## config.mk

```make
export PLATFORM = sky130hd
export DESIGN_NAME = sci_queue
export DESIGN_NICKNAME = d
export VERILOG_FILES = /design/src/hdl/sci_pkg.sv /design/src/hdl/sci_queue.sv
export SDC_FILE = /design/constraint.sdc
export NUM_CORES = 1
export LEC_CHECK = 0
export BUFFER_PORTS_ARGS = -buffer_cell sky130_fd_sc_hd__buf_2
export CORE_MARGIN = 2
export CORE_UTILIZATION = 45
export DETAILED_ROUTE_END_ITERATION = 6
export GPL_ROUTABILITY_DRIVEN = 1
export HOLD_SLACK_MARGIN = 0.08
export PLACE_DENSITY = 0.65
export SLEW_MARGIN = 20
export SYNTH_ARGS = -nofsm -noshare
export SYNTH_HDL_FRONTEND = slang
export SYNTH_SLANG_ARGS = --single-unit
```

## constraint.sdc

```tcl
create_clock -name clk -period 22.1 [get_ports clk]
set_input_delay 0 -clock clk [delete_from_list [all_inputs] [get_ports clk]]
set_output_delay 0 -clock clk [all_outputs]
set_load 0.01 [all_outputs]
```

## src/hdl/sci_pkg.sv

```systemverilog
// shared widths, types and codes for the segment and circle intersection core
`timescale 1ns / 1ps
package sci_pkg;

	localparam int CW      = 32;            // coordinate width
	localparam int DW      = CW + 1;        // differences of coordinates
	localparam int PW      = 2 * DW;        // products of differences
	localparam int AW      = PW;            // squared segment length
	localparam int NW      = PW + 1;        // signed projection and cross terms
	localparam int RW      = CW - 1;        // radius
	localparam int R2W     = 2 * RW;        // squared radius
	localparam int HW      = AW / 2;        // half of a wide operand
	localparam int R2H     = R2W / 2;       // half of the squared radius
	localparam int AR2W    = AW + R2W;      // length times squared radius
	localparam int K2W     = 2 * (NW - 1);  // squared cross term
	localparam int DQW     = K2W + 1;       // discriminant, signed
	localparam int SW      = AR2W / 2;      // root of the discriminant
	localparam int NUMW    = DW + AW;       // divider numerator
	localparam int QB      = DW + 1;        // quotient magnitude bits
	localparam int QW      = QB + 1;        // signed quotient
	localparam int PTW     = CW + 2;        // point before saturation
	localparam int DIV_LAT = QB + 2;
	localparam int SQ_LAT  = SW + 1;
	localparam int QDEPTH  = 4;
	localparam int QAW     = $clog2(QDEPTH);

	typedef enum logic [1:0] {
		QSEL_START,
		QSEL_END,
		QSEL_MID
	} qsel_t;

	typedef struct packed {
		logic signed [CW-1:0] x0, y0, x1, y1, cx, cy;
		logic [RW-1:0]        r;
		logic signed [DW-1:0] dx, dy, fx, fy;
		logic                 degen;
	} front_t;

	typedef struct packed {
		logic signed [CW-1:0]  x0, y0, x1, y1, cx, cy;
		logic signed [DW-1:0]  dx, dy;
		logic                  degen;
		logic [R2W-1:0]        r2;
		logic [AW-1:0]         a;
		logic signed [NW-1:0]  n;
		qsel_t                 qsel;
		logic [DQW-1:0]        dq;
		logic                  dq_neg;
		logic signed [PTW-1:0] qx, qy;
		logic                  s_lt, s_eq;
		logic                  keep1, keep2;
	} pipe_t;

endpackage

```

## src/hdl/sci_queue.sv

```systemverilog
// short request queue between the front and the back
`timescale 1ns / 1ps
module sci_queue (
	input  logic            clk,
	input  logic            arst_n,
	input  logic            wr_valid,
	output logic            wr_ready,
	input  sci_pkg::front_t wr_data,
	output logic            rd_valid,
	input  logic            rd_ready,
	output sci_pkg::front_t rd_data
);

	sci_pkg::front_t            mem_q [sci_pkg::QDEPTH];
	logic [sci_pkg::QAW-1:0]    wr_ptr_q, rd_ptr_q;
	logic [sci_pkg::QAW:0]      cnt_q;
	logic                       push, pop;

	assign wr_ready = cnt_q != (sci_pkg::QAW+1)'(sci_pkg::QDEPTH);
	assign rd_valid = cnt_q != '0;
	assign push     = wr_valid && wr_ready;
	assign pop      = rd_valid && rd_ready;
	assign rd_data  = mem_q[rd_ptr_q];

	always_ff @(posedge clk) begin
		if (push) begin
			mem_q[wr_ptr_q] <= wr_data;
		end
	end

	always_ff @(posedge clk or negedge arst_n) begin
		if (!arst_n) begin
			wr_ptr_q <= '0;
			rd_ptr_q <= '0;
			cnt_q    <= '0;
		end else begin
			if (push) wr_ptr_q <= wr_ptr_q + 1'b1;
			if (pop)  rd_ptr_q <= rd_ptr_q + 1'b1;
			if (push && !pop)      cnt_q <= cnt_q + 1'b1;
			else if (pop && !push) cnt_q <= cnt_q - 1'b1;
		end
	end

	a_cnt_bound: assert property (@(posedge clk) disable iff (!arst_n)
		cnt_q <= (sci_pkg::QAW+1)'(sci_pkg::QDEPTH))
		else $error("queue fill beyond depth");
	a_cnt_up: assert property (@(posedge clk) disable iff (!arst_n)
		(push && !pop) |=> cnt_q == $past(cnt_q) + 1'b1)
		else $error("queue fill did not rise on push");
	a_cnt_down: assert property (@(posedge clk) disable iff (!arst_n)
		(pop && !push) |=> cnt_q == $past(cnt_q) - 1'b1)
		else $error("queue fill did not fall on pop");
	a_ptr_gap: assert property (@(posedge clk) disable iff (!arst_n)
		(cnt_q == '0) |-> (wr_ptr_q == rd_ptr_q))
		else $error("empty queue with pointers apart");

endmodule

```

**Word level (Yosys, flattened, before mapping)**

Memories as Yosys holds them, arrays and structs flattened.
Cells that the tools add are included.

- Register bits after elaboration: 7
- RAM bits: 1,424
- Word-level logic and storage cells: 21
- Memories: 1

- $add $sub $neg: 4
- Eq/ne operators: 1
- Multiplexer cells: 4
- Reduce and logical (&&, ||, !) cells: 8

Memory list:

| memory | depth | bits a word | rd ports | clocked after memory_dff | wr ports | line | text |
|---|---|---|---|---|---|---|---|
| mem_q | 4 | 356 | 1 | 0 | 1 | sci_queue.sv:14 | `sci_pkg::front_t mem_q [sci_pkg::QDEPTH];` |

Operators with widths:

| cell | count |
|---|---|
| 3-bit two-way mux | 2 |
| 2-bit by 1-bit adder with 2-bit output (second input constant) | 2 |
| 1-bit logical AND | 4 |
| 3-bit by 1-bit adder with 3-bit output (second input constant) | 1 |
| 3-bit inequality test (second input constant) | 1 |
| 3-bit nonzero test | 1 |
| 3-bit by 1-bit subtractor with 3-bit output (second input constant) | 1 |
| 1-bit zero test | 2 |
| 1-bit two-way mux | 2 |
| 2-bit nonzero test | 1 |

**Longest topological paths before layout**

- Word-level depth: 6
- Depth in mapped cells: 8
- Depth with buffers taken out: 8

**Least setup slack after synthesis**

Ideal clock, no wire load.

- Kind: register to register
- Start: register cnt_q[0] in the netlist's numbering
- End: memory mem_q[0][0] in the netlist's numbering, enable pin
- Setup time: 0.764 ns
- Arrival time: 8.832 ns
- Data required time: 21.336 ns
- Slack: 12.503 ns
- Cell stages (with the launch flop): 4
- Path buffers: 0
- Clock period less this slack: 9.597 ns
- Path through: dfrtp_1 nor2_1 a21boi_2 and2_1

- Word-level cells in the longest chain between the ends: 4

Ends and longest elaborated chain:

| what | line | text |
|---|---|---|
| from (decl) | sci_queue.sv:16 | `logic [sci_pkg::QAW:0] cnt_q;` |
| from (signal assigned) | sci_queue.sv:39 | `if (push && !pop) cnt_q <= cnt_q + 1'b1;` |
| from (signal assigned) | sci_queue.sv:40 | `else if (pop && !push) cnt_q <= cnt_q - 1'b1;` |
| 3-bit inequality test | sci_queue.sv:19 | `assign wr_ready = cnt_q != (sci_pkg::QAW+1)'(sci_pkg::QDEPTH);` |
| 1-bit logical AND | sci_queue.sv:21 | `assign push = wr_valid && wr_ready;` |
| named net push | sci_queue.sv:17 | `logic push, pop;` |
| 1-bit two-way mux | sci_queue.sv:26 | `if (push) begin` |
| 1-bit two-way mux (implied by the code) | sci_queue.sv:27 | `mem_q[wr_ptr_q] <= wr_data;` |
| to (decl) | sci_queue.sv:14 |  |

The timed path passes the listed nets, and every way through them passes these cells.

==> reports/qor.yml <==
worst_hold_path:
  hold_path.class: "primary input to flip-flop"
  whs_path_depth: 2
worst_setup_path:
  cpLargestDelayFamily: "buffers and inverters"
  critPathBufInv: 5
  slowest_stage: "dfrtp_4"
  cp_max_fo: 49
  startpoint_type: "flip-flop"
  crit_chain: "buf_4 -> buf_4 -> buf_4 -> buf_4 -> mux4_2 -> buf_2"
  arrival_ns: 5.88
  r2r_end: "mem_q[0][269]"
  crit_type: "flip-flop to output port"
  slowest_delay_ns: 0.98
  crit_top_cell: "buf_4"
  worstSetupEndpoint: "rd_data[282]"
  path_depth: 6
  rrSetupSlack_ns: 17.45
  timing.rr.start: "cnt_q[0]"
  crit_path_start: "rd_ptr_q[0]"
  end_kind: "output port"
  reg2reg_depth: 6
  critical_path_required_ns: 22.10
global_routing:
  globalRouteOverflowTotal: 0
  grt_usage_pct: 19.7
  grt_max_degree: 140
  grt_pass1_wl_um: 173000
  grt_pass1_vias: 28300
  antenna_found_initial: 28
timing:
  finalSetupTns_ns: 0
  relSlewSlack_pct: 26.4
  rsz0062_at_grt: "false"
  clock_skew_ns: 0.0414
  worstMarginPinSlew_ns: 1.10
  fin_crit_sh_pct: 26.6
  holdWs_ns: 0.111
  finalSetupViolCount: 0
  period_needed_ns: 5.88
  hold_viol: 0
  drv_slew: 0
  max_freq_mhz: 170
  fin_ws_ns: 16.22
cts:
  cts_tree: "built"
  cts_setup_buffers: 0
  path_clk_slew_ns: 0.06
  clock_latency_ns: 0.77
  root_buffer: "clkbuf_16"
  cts_buffers: 146
  cts_resized: 0
  clock_path_buffers: 3
  htree_levels: 4
  clock-sinks: 1431
place:
  place_congestion: 0.806
  dp_hpwl_um: 68500
  port_buffers: 717
  dp_slack_ns: 16.71
die:
  start_util_pct: 45.3
  die-height_um: 343
  io_pins: 718
  core_sq_mm: 0.114
  die_area_sq_mm: 0.118
  die-width_um: 343
  num_rows: 124
final_layout:
  drive_gt1_share_pct: 37.2
  final_common_cell: "edfxtp_1"
  final_cell_mix: "edfxtp_1 (1424), buf_2 (717), dlygate4sd3_1 (711)"
  fin_nets: 3787
  final_core_util_pct: 60.2
  fillers: 7836
  area_growth_pct: 32.8
detailed_routing:
  drt-vias-per-instance: 5.22
  wl_per_cell_um: 23.2
  drc: 0
  postRouteAntennaNets: 0
  wl_um: 117000
  drt_iter0_drc: 1928
  vias: 26400
  dr.pass1.iters: 7
power_and_ir_drop:
  p_leak_nw: 23.8
  power_mw: 8.68
  powerDensity_mw_per_mm2: 126
  vdd_drop_max_mv: 0.106
synth:
  synthesis.area_sq_mm: 0.0518
  ys_ff_latch: 1431
  ys_seq_area_share_pct: 82.9
  yosys.cell_types.count: 19
  avgSynthCellArea_sq_um: 27.3
  syn_nets: 2261
  syn_inst: 1895
  ys_warn_count: 0
job:
  max-cap-violations: 0
run_status:
  status: "finished, final reports clean"
-- worst reg2reg max path, stage by stage (launching register included) --
cell and delay, ns:
dfrtp_1 0.43, nor2_1 0.09, a21boi_2 0.34, and2_4 0.74, buf_4 0.77, buf_4 0.88
buf_4 0.97
-- synthesized netlist by cell type --
cell type | instances | area [sq um]
a21boi_2 | 1 | 11.3
and2_1 | 4 | 25.0
buf_2 | 36 | 180
buf_4 | 3 | 22.5
buf_6 | 37 | 417
clkbuf_1 | 4 | 15.0
dfrtp_1 | 7 | 175
edfxtp_1 | 1424 | 42800
fa_1 | 1 | 20.0
ha_1 | 5 | 62.6
inv_1 | 3 | 11.3
mux2_2 | 2 | 22.5
mux4_2 | 356 | 8020
nand2_1 | 2 | 7.51
nand3_1 | 1 | 5.00
nor2_1 | 2 | 7.51
or3_1 | 1 | 6.26
xnor2_1 | 4 | 35.0
xor2_1 | 2 | 17.5
-- logic make-up (layout without fill, tap and decap cells) --
family	after synthesis	in the layout	share of synthesized area [%]
AO/OA/AOI/OAI	1	1	0.0217
XOR/XNOR	6	6	0.101
adder cells (fa/ha/maj)	6	6	0.159
buffers and inverters	83	1720	1.25
flip-flops	1431	1431	82.9
multiplexers	358	358	15.5
other	0	21	0
AND/OR/NAND/NOR	10	10	0.0990
-- final cells by class --
cell class	count	area, sq um	share of cell area (%)
inverters	3	11.3	0.0164
repair buffers	1458	11000	15.9
multi-input cells	381	8250	12.0
diodes	21	52.6	0.0763
clock inverters	84	872	1.27
clock buffers	175	3850	5.59
well taps	1512	1890	2.75
flip-flops and latches	1431	42900	62.4
-- layer usage --
layer / up-vias / GRT usage (%) / part of all wire, %
li1: 11400 / - / -
met1: 13700 / 23.8 / 36
met2: 1064 / 32.7 / 51
met3: 246 / 6.65 / 9.2
met4: 20 / 7.86 / 3.7
met5: - / 0 / 0.11
-- metrics by stage --
| step | instances | instance area [sq um] |
|---|---|---|
| final | 5065 | 68800 |
| after global routing | 5059 | 68800 |
| after CTS | 5044 | 68800 |
| after detailed placement | 4074 | 56900 |
| after global placement | 4074 | 56900 |
| after floorplan | 1895 | 51800 |
-- how the worst min path moves through the flow --
| stage | slack, ns | end | from |
|---|---|---|---|
| floorplan | -0.30 | cnt_q[0] | arst_n |
| global placement | -0.15 | rd_ptr_q[0] | arst_n |
| detailed placement | -0.16 | cnt_q[0] | arst_n |
| CTS | 0.08 | mem_q[0][244] | wr_data[244] |
| global route | 0.10 | mem_q[1][221] | wr_data[221] |
| finish | 0.11 | mem_q[2][244] | wr_data[244] |
-- state kept, by name, summed over array words and instances (netlist names) --
signal and count:
rd_ptr_q 2, wr_ptr_q 2, mem_q 1424, cnt_q 3
-- power by group --
group / leakage (nW) / internal [mW] / total, mW / switching (mW)
Sequential: 13.1 / 3.59 / 3.74 / 0.152
Combinational: 8.33 / 1.12 / 2.53 / 1.41
Clock: 2.30 / 1.39 / 2.41 / 1.02
-- timing repair --
| item | CTS | global route |
|---|---|---|
| hold buffers | 711 | 0 |
| endpoints found under the setup margin | 0 | 0 |
| hold endpoints to repair | 1438 | 0 |
Power figures use the tool's default switching activity.
