**config.mk**
```make
export PLATFORM = sky130hd
export DESIGN_NAME = sci_front
export DESIGN_NICKNAME = d
export VERILOG_FILES = /design/src/hdl/sci_pkg.sv /design/src/hdl/sci_front.sv
export SDC_FILE = /design/constraint.sdc
export NUM_CORES = 1
export LEC_CHECK = 0
export ABC_CLOCK_PERIOD_IN_PS = 12490
export BUFFER_PORTS_ARGS = -buffer_cell sky130_fd_sc_hd__buf_2
export CORE_AREA = 2 2 225 227
export DETAILED_ROUTE_END_ITERATION = 8
export DIE_AREA = 0 0 227 229
export HOLD_SLACK_MARGIN = 0.03
export PLACE_DENSITY = 0.6
export SETUP_SLACK_MARGIN = 0.3
export SLEW_MARGIN = 40
export SYNTH_ARGS = -nofsm -noshare
export SYNTH_HDL_FRONTEND = slang
export SYNTH_SLANG_ARGS = --single-unit
```
**constraint.sdc**
```tcl
create_clock -name clk -period 12.49 [get_ports clk]
set_input_delay 2.498 -clock clk [delete_from_list [all_inputs] [get_ports clk]]
set_output_delay 2.498 -clock clk [all_outputs]
set_load 0.02 [all_outputs]
```
**src/hdl/sci_pkg.sv**
```systemverilog
// shared widths, types and codes for the segment and circle intersection core
`timescale 1ns / 1ps
package sci_pkg;

	localparam int CW      = 32;            // coordinate width
	localparam int DW      = CW + 1;        // differences of coordinates
	localparam int PW      = 2 * DW;        // products of differences
	localparam int AW      = PW;            // squared segment length
	localparam int NW      = PW + 1;        // signed projection and cross terms
	localparam int RW      = CW - 1;        // radius
	localparam int R2W     = 2 * RW;        // squared radius
	localparam int HW      = AW / 2;        // half of a wide operand
	localparam int R2H     = R2W / 2;       // half of the squared radius
	localparam int AR2W    = AW + R2W;      // length times squared radius
	localparam int K2W     = 2 * (NW - 1);  // squared cross term
	localparam int DQW     = K2W + 1;       // discriminant, signed
	localparam int SW      = AR2W / 2;      // root of the discriminant
	localparam int NUMW    = DW + AW;       // divider numerator
	localparam int QB      = DW + 1;        // quotient magnitude bits
	localparam int QW      = QB + 1;        // signed quotient
	localparam int PTW     = CW + 2;        // point before saturation
	localparam int DIV_LAT = QB + 2;
	localparam int SQ_LAT  = SW + 1;
	localparam int QDEPTH  = 4;
	localparam int QAW     = $clog2(QDEPTH);

	typedef enum logic [1:0] {
		QSEL_START,
		QSEL_END,
		QSEL_MID
	} qsel_t;

	typedef struct packed {
		logic signed [CW-1:0] x0, y0, x1, y1, cx, cy;
		logic [RW-1:0]        r;
		logic signed [DW-1:0] dx, dy, fx, fy;
		logic                 degen;
	} front_t;

	typedef struct packed {
		logic signed [CW-1:0]  x0, y0, x1, y1, cx, cy;
		logic signed [DW-1:0]  dx, dy;
		logic                  degen;
		logic [R2W-1:0]        r2;
		logic [AW-1:0]         a;
		logic signed [NW-1:0]  n;
		qsel_t                 qsel;
		logic [DQW-1:0]        dq;
		logic                  dq_neg;
		logic signed [PTW-1:0] qx, qy;
		logic                  s_lt, s_eq;
		logic                  keep1, keep2;
	} pipe_t;

endpackage

```
**src/hdl/sci_front.sv**
```systemverilog
// front stage: takes requests, forms differences and flags degenerate segments
`timescale 1ns / 1ps
module sci_front (
	input  logic                          clk,
	input  logic                          arst_n,
	input  logic                          in_valid,
	output logic                          in_ready,
	input  logic signed [sci_pkg::CW-1:0] start_x,
	input  logic signed [sci_pkg::CW-1:0] start_y,
	input  logic signed [sci_pkg::CW-1:0] end_x,
	input  logic signed [sci_pkg::CW-1:0] end_y,
	input  logic signed [sci_pkg::CW-1:0] center_x,
	input  logic signed [sci_pkg::CW-1:0] center_y,
	input  logic [sci_pkg::RW-1:0]        radius,
	output logic                          fr_valid,
	input  logic                          fr_ready,
	output sci_pkg::front_t               fr_data
);

	logic            valid_q;
	sci_pkg::front_t data_q;

	assign in_ready = !valid_q || fr_ready;
	assign fr_valid = valid_q;
	assign fr_data  = data_q;

	always_ff @(posedge clk or negedge arst_n) begin
		if (!arst_n) begin
			valid_q <= 1'b0;
		end else if (in_ready) begin
			valid_q <= in_valid;
		end
	end

	always_ff @(posedge clk) begin
		if (in_valid && in_ready) begin
			data_q.x0    <= start_x;
			data_q.y0    <= start_y;
			data_q.x1    <= end_x;
			data_q.y1    <= end_y;
			data_q.cx    <= center_x;
			data_q.cy    <= center_y;
			data_q.r     <= radius;
			data_q.dx    <= sci_pkg::DW'(end_x) - sci_pkg::DW'(start_x);
			data_q.dy    <= sci_pkg::DW'(end_y) - sci_pkg::DW'(start_y);
			data_q.fx    <= sci_pkg::DW'(start_x) - sci_pkg::DW'(center_x);
			data_q.fy    <= sci_pkg::DW'(start_y) - sci_pkg::DW'(center_y);
			data_q.degen <= (start_x == end_x) && (start_y == end_y);
		end
	end

endmodule

```
* Word level (Yosys, flattened, before mapping)
Cells that the tools add are included.
** Storage, ports and cells
- Flip-flop bits (word level) :: 357
- Output and inout bits :: 358
** Operators by class
- $add $sub $neg :: 4
- Equality and inequality tests :: 2
- Reduce and logical (&&, ||, !) cells :: 4
** Operator list (count)
- 32-bit by 32-bit subtractor with 33-bit output :: 4
- 32-bit == test :: 2
- 1-bit logical AND :: 2
- 1-bit zero test :: 1
- 1-bit logical OR :: 1

* Logic depth before layout (Yosys ltp)
Gate-level depths: netlist of run 1.
- Word-level depth :: 3
- Depth in mapped cells :: 13
- Mapped depth without buffers :: 13

* Worst setup path after synthesis of run 1
No wires, ideal clock.
- Kind :: in2reg
- Start :: input port fr_ready
- End :: register data_q (netlist bit fr_data[0]) (enable)
- Arrival time :: 10851 ps
- Required time :: 11727 ps
- Path slack :: 876 ps
- Stages :: 2
- Path buffers :: 0
- Cell sequence :: nand2b_1 -> and2_1
** Between the ends
- Cells in the longest elaborated chain, start to end :: 2
** RTL lines
- start: declaration :: line sci_front.sv:16 : input logic fr_ready,
- 1-bit logical OR :: line sci_front.sv:23 : assign in_ready = !valid_q || fr_ready;
- 1-bit logical AND :: line sci_front.sv:36 : if (in_valid && in_ready) begin
- end: declaration :: line sci_front.sv:21 : sci_pkg::front_t data_q;
Every way passes these cells.
A chain may end at the register's enable or synchronous reset.

* Worst setup path in the final report of run 1
- Start :: input port start_y[0] (netlist name)
- End :: register data_q (netlist bit fr_data[33]) (data pin)
** Between the ends
- Cells in the longest elaborated chain, start to end :: 1
** RTL lines
- start: declaration :: line sci_front.sv:9 : input logic signed [sci_pkg::CW-1:0] start_y,
- 32-bit by 32-bit subtractor with 33-bit output :: line sci_front.sv:47 : data_q.fy <= sci_pkg::DW'(start_y) - sci_pkg::DW'(center_y);
Every way passes these cells.

==> qor.csv, run 1 <==
metric;value;unit
status;finished, final reports clean;
Reg power frac;0.441;
DRC viols;0;
Comb power frac;0.202;
YS warnings;0;
antenna violations before repair;3;
final setup fails;0;
CP Class;in2reg;
core footprint;0.0497;mm2
Starting Density;0.351;
ratio of cells with drive above 1 in the final layout;0.327;
FF+latch count, synth;357;
Ports;585;
clk slew on worst S/H paths;0.06;ns
hold_buf cts;0;
CTS root buffer;clkbuf_16;
ys async rst share;0.00280;
WL/cell;19.8;um
Post-Synthesis Cells;1354;
fmax;0.184;GHz
DP Wirelength;42600;um
type of origin of the critical path;input port;
GP Congestion;0.896;
DRT iter0 DRCs;730;
Setup Buffers After CTS;0;
Mapped Nets;1713;
Final Critical Period;5.44;ns
Cell Area, Placed;0.0212;mm2
syn_area_per_cell;12.9;um2
Via-to-Cell Ratio;4.85;
crit share post-route;0.436;
via count;13000;
Slew Limit Headroom;0.467;
Num CTS Buffers;42;
Leakage Power;10.1;nW
post-route cell area;0.0225;mm2
drt pass-1 iters;5;
final wirelength;53100;um
Overflow after GRT;0;
unrepaired setup endpoints after global routing;no;
EDFF count, synth;356;
H-tree Lvls;2;
CP Data Arrival Time;5.75;ns
Die Y;229;um
clk_lat worst skew;0.56;ns
Routed Antenna Nets;0;
CP required;12.80;ns
CTS tree;yes;
Die X;227;um
PostCTS Resize Cnt;0;
HP Class;reg2reg;
Max Transition Viols Final;0;
internal power;2.38;mW
row count;82;
# port buffers;584;
TNS Setup;0;ns
Switching Share;0.284;
# clock sinks;357;
synthesized area;0.0174;mm2
vias in the first global route;13200;
Max FO, Critical Path;3;
Final #Nets;2337;
Cell variety after synth;57;
Psw;0.944;mW
Max-cap violations;0;
die area;0.0520;mm2
first-pass GRT wire length;77400;um
final hold vios;0;
Max clock buf depth;3;
Clk pwr share;0.357;
P per Cell Area;148;mW/mm2
Setup Skew;0.0118;ns
CP endpoint kind;flop;
register area share after synthesis;0.615;
VDD IR max;0.128;mV
Tot GR Track Use;0.198;
largest net degree at the start of global routing;82;
synth-to-layout area growth;29.3;%
Slew @ Worst Pin;0.799;ns
prevailing post-synth register cell;edfxtp_1;
==> logic make-up (layout without fill, tap and decap cells) <==
group                      count (synthesis)  count (layout)  share of synthesized area
AOI/OAI and AO/OA                        347             347                      0.131
xor gates and xnor gates                 109             109                     0.0548
adders and majority gates                132             132                     0.0966
buffers and inverters                    176             830                     0.0379
DFF                                      357             357                      0.615
other                                      0               1                          0
and+or+nand+nor                          233             233                     0.0644
==> power groups by stage <==
stage          Clock (mW)  Combinational, mW  Sequential (mW)
4_1_cts              1.22              0.677             1.47
5_1_grt              1.26              0.733             1.48
6_report             1.18              0.671             1.47
3_5_place_dp            0              0.674             1.49
3_3_place_gp            0              0.667             1.49
2_1_floorplan           0              0.308             1.63
==> critical path, stage by stage <==
cell	delay (ns)
buf_2	0.10
inv_1	0.04
ha_1	0.22
fa_1	0.42
nand2b_1	0.18
a21oi_1	0.24
nor2_1	0.13
o31ai_1	0.55
a31o_2	0.29
a31o_2	0.25
a221o_1	0.25
nor2_1	0.07
o21a_1	0.20
a221o_1	0.31
==> path summary, 6_finish.rpt <==
path | start | end | slack, ns | cells after the start
max reg2reg | fr_valid | fr_data[133] | 9.75 | 4
max | start_y[0] | fr_data[33] | 7.05 | 14
max in group asynchronous | arst_n | fr_valid | 10.69 | 1
min | fr_valid | fr_valid | 0.53 | 2
min reg2reg | fr_valid | fr_valid | 0.53 | 2
min in group asynchronous | arst_n | fr_valid | 1.71 | 1
==> synthesized netlist by cell type (all sizes together) (10+ instances only) <==
cell | count | area [um2]
o21a | 27 | 203
nand2b | 14 | 87.6
o21bai | 21 | 158
nor2b | 12 | 75.1
nand4 | 13 | 81.3
xor2 | 25 | 219
a21o | 61 | 458
nor2 | 68 | 255
xnor2 | 84 | 736
edfxtp | 356 | 10700
a21oi | 106 | 534
o21ai | 53 | 265
o211ai | 10 | 80.1
nor3 | 13 | 65.1
nand3 | 22 | 110
inv | 166 | 623
ha | 128 | 1600
nand2 | 59 | 221
==> through the flow <==
stage	util	std cells	power (mW)	setup WS, ns	hold WS (ns)
2_1_floorplan	-	1354	1.94	0.876	0.783
3_3_place_gp	0.427	2606	2.16	6.48	0.504
3_5_place_dp	0.427	2606	2.17	6.47	0.521
4_1_cts	0.453	2680	3.36	7.06	0.537
5_1_grt	0.453	2680	3.47	6.93	0.572
6_report	0.453	2681	3.32	7.05	0.533
==> flip-flops by register name (all words and copies together), names as in the netlist <==
signal / cells
fr_data: 356
fr_valid: 1
==> routing by layer <==
| metal | vias to the layer above | part of all wire | track usage |
|---|---|---|---|
| li1 | 6233 | - | - |
| met1 | 6167 | 0.39 | 0.232 |
| met2 | 486 | 0.49 | 0.338 |
| met3 | 106 | 0.082 | 0.0588 |
| met4 | 4 | 0.038 | 0.0801 |
| met5 | - | 0.00051 | 0 |
==> layout by cell type, fill, tap and decap left out, types with 5 or more instances in the layout <==
cell type	instances
a211oi_1	9
clkbuf_16	45
ha_1	128
a21o_1	61
clkinv_2	6
xnor2_1	84
nor4_1	5
nand2_1	59
nand4_1	13
clkinv_1	10
o21a_1	27
nor2_1	68
a21oi_1	105
a21boi_0	6
o211ai_1	9
edfxtp_1	356
a221oi_1	5
buf_2	584
o21ai_0	50
nor2b_1	12
o31ai_1	5
and2_1	5
nand3_1	22
o21bai_1	21
inv_1	166
a31oi_1	9
xor2_1	25
nand2b_1	14
and3_1	7
clkbuf_1	6
nor3_1	13
==> final cells by class <==
cell class | instances | area [um2]
clock inverter | 23 | 166
antenna | 1 | 2.50
tap | 672 | 841
clock buffer | 51 | 1150
multi-input combinational | 821 | 6040
fill | 4656 | 27100
sequential | 357 | 10700
inverter | 166 | 623
timing repair buffer | 590 | 2980
No activity file was read; power rests on OpenSTA's default activity.
==> inputs of run 2 (changes only) <==
Settings changed: ABC_CLOCK_PERIOD_IN_PS 12490 to 5300.
Clock period 12.49 ns to 5.3 ns, I/O delays scaled along.
==> run 2 against run 1 <==
Combinational power up 140%. Wire length shrank 1.0%. Design area grew 0.37%. Non-clock buffer count up 4. Die area unchanged. Global-route usage decreased by 0.26 points. Cell count increased by 0.11%. Sequential power up 140%.
==> qor.csv, run 2 (synthesis results as in run 1) <==
metric;value;unit;change
Final #Nets;2340;;+0.13%
ratio of cells with drive above 1 in the final layout;0.331;;+0.00382
CP required;5.62;ns;-7.18 ns
Clk pwr share;0.359;;+0.002
Routed Antenna Nets;0;;unchanged
Max Transition Viols Final;0;;unchanged
Slew Limit Headroom;0.484;;+0.0167
fmax;0.247;GHz;
final setup fails;0;;unchanged
Via-to-Cell Ratio;4.83;;-0.43%
hold_buf cts;0;;unchanged
Critical Path Max Stage Delay;0.57;ns;+0.02 ns
DP Wirelength;42100;um;-1.1%
CP Class;in2reg;;
clk_lat worst skew;0.57;ns;about the same
clk slew on worst S/H paths;0.06;ns;about the same
commonest non-fill, non-tap cells in the layout;buf_2 (584), edfxtp_1 (356), inv_1 (166);;
Num CTS Buffers;41;;-2.4%
synth-to-layout area growth;29.8;%;
PostCTS Resize Cnt;0;;unchanged
Largest register FFs;356;;unchanged
Max FO, Critical Path;3;;unchanged
Layout Cells excl Fill;2684;;+0.11%
crit path buf inv count;2;;unchanged
H-tree Lvls;2;;unchanged
Comb power frac;0.202;;about the same
via count;13000;;-0.32%
Switching Share;0.286;;+0.00162
crit-path cells;buf_2, inv_1, ha_1, fa_1, nand2b_1, a21oi_1, nor2_1, o31ai_1, a31o_2, a31o_2, a221o_1, nor2_1, o21a_1, a221o_1;;
slowest CP cell;o31ai_1;;
antenna violations before repair;3;;unchanged
Die X;227;um;unchanged
core footprint;0.0497;mm2;unchanged
Slew @ Worst Pin;0.766;ns;-0.0331 ns
die area;0.0520;mm2;unchanged
Die Y;229;um;unchanged
Overflow after GRT;0;;unchanged
CTS root buffer;clkbuf_16;;
unrepaired setup endpoints after global routing;no;;
Placed Cells;2609;;+0.12%
Leakage Power;10.1;nW;+0.46%
Setup Skew;0.0185;ns;+0.00672 ns
vias in the first global route;13000;;-1.0%
P per Cell Area;348;mW/mm2;+140%
TNS Setup;0;ns;unchanged
status;finished, final reports clean;;
Final Critical Period;4.04;ns;
DRT iter0 DRCs;763;;+4.5%
Ports;585;;unchanged
DRC viols;0;;unchanged
VDD IR max;0.232;mV;+82%
Reg power frac;0.440;;about the same
GP Congestion;0.861;;-3.9%
CTS tree;yes;;
Top delay family on crit path;compound AO/OA/AOI/OAI gates;;
crit share post-route;0.763;;
largest net degree at the start of global routing;85;;+3.7%
CP Data Arrival Time;4.36;ns;-1.39 ns
# diodes;0;;-1
Max-cap violations;0;;unchanged
# clock sinks;357;;unchanged
WL/cell;19.6;um;-1.1%
HP Class;in2async;;
Tot GR Track Use;0.195;;-0.00262
final wirelength;52500;um;-1.0%
Starting Density;0.351;;unchanged
Psw;2.25;mW;+140%
first-pass GRT wire length;76400;um;-1.3%
Setup Buffers After CTS;0;;unchanged
type of origin of the critical path;input port;;
final hold vios;0;;unchanged
Max clock buf depth;3;;unchanged
# port buffers;584;;unchanged
row count;82;;unchanged
Layout Utilization;0.455;;+0.00166
drt pass-1 iters;5;;unchanged
CP endpoint kind;flop;;
commonest non-fill, non-tap cell in the layout;buf_2;;
internal power;5.61;mW;+140%
-- run 2: power groups by stage --
stage,clock network [mW],registers (mW),logic (mW)
global placement,0,3.51,1.58
global route,3.00,3.48,1.73
detailed placement,0,3.52,1.59
floorplan,0,3.80,0.727
CTS,2.89,3.46,1.60
finish,2.82,3.46,1.59
-- run 2: final cells by class --
cell class | instances | area (um2)
timing repair buffer | 594 | 3050
clock buffer | 50 | 1060
clock inverter | 24 | 268
multi-input combinational | 821 | 6040
inverter | 166 | 623
tap | 672 | 841
sequential | 357 | 10700
fill | 4683 | 27100
-- run 2: worst paths after layout --
kind                                 start          end  slack (ns)  cells past startpoint
worst min-delay path                arst_n     fr_valid        0.27                      1
worst min register to register    fr_valid     fr_valid        0.53                      2
worst max-delay path            start_y[0]  fr_data[33]        1.26                     14
max in group asynchronous           arst_n     fr_valid        4.95                      1
worst max register to register    fr_valid   fr_data[8]        3.31                      4
min in group clk                  fr_valid     fr_valid        0.53                      2
-- run 2: per-stage QoR --
stage          hold slack [ns]  power (mW)  instance area, um2  setup slack, ns
6_report                 0.267        7.86               22600             1.26
5_1_grt                  0.235        8.20               22600             1.08
4_1_cts                  0.230        7.95               22600             1.27
3_5_place_dp             0.521        5.11               21200            0.656
3_3_place_gp             0.502        5.09               21200            0.641
2_1_floorplan            0.764        4.53               17400             1.02
-- run 2: metal layers --
metal,wire length [um],global-route usage
met5,26,0
met4,1950,0.0766
met1,21600,0.240
met3,3810,0.0473
met2,25100,0.330
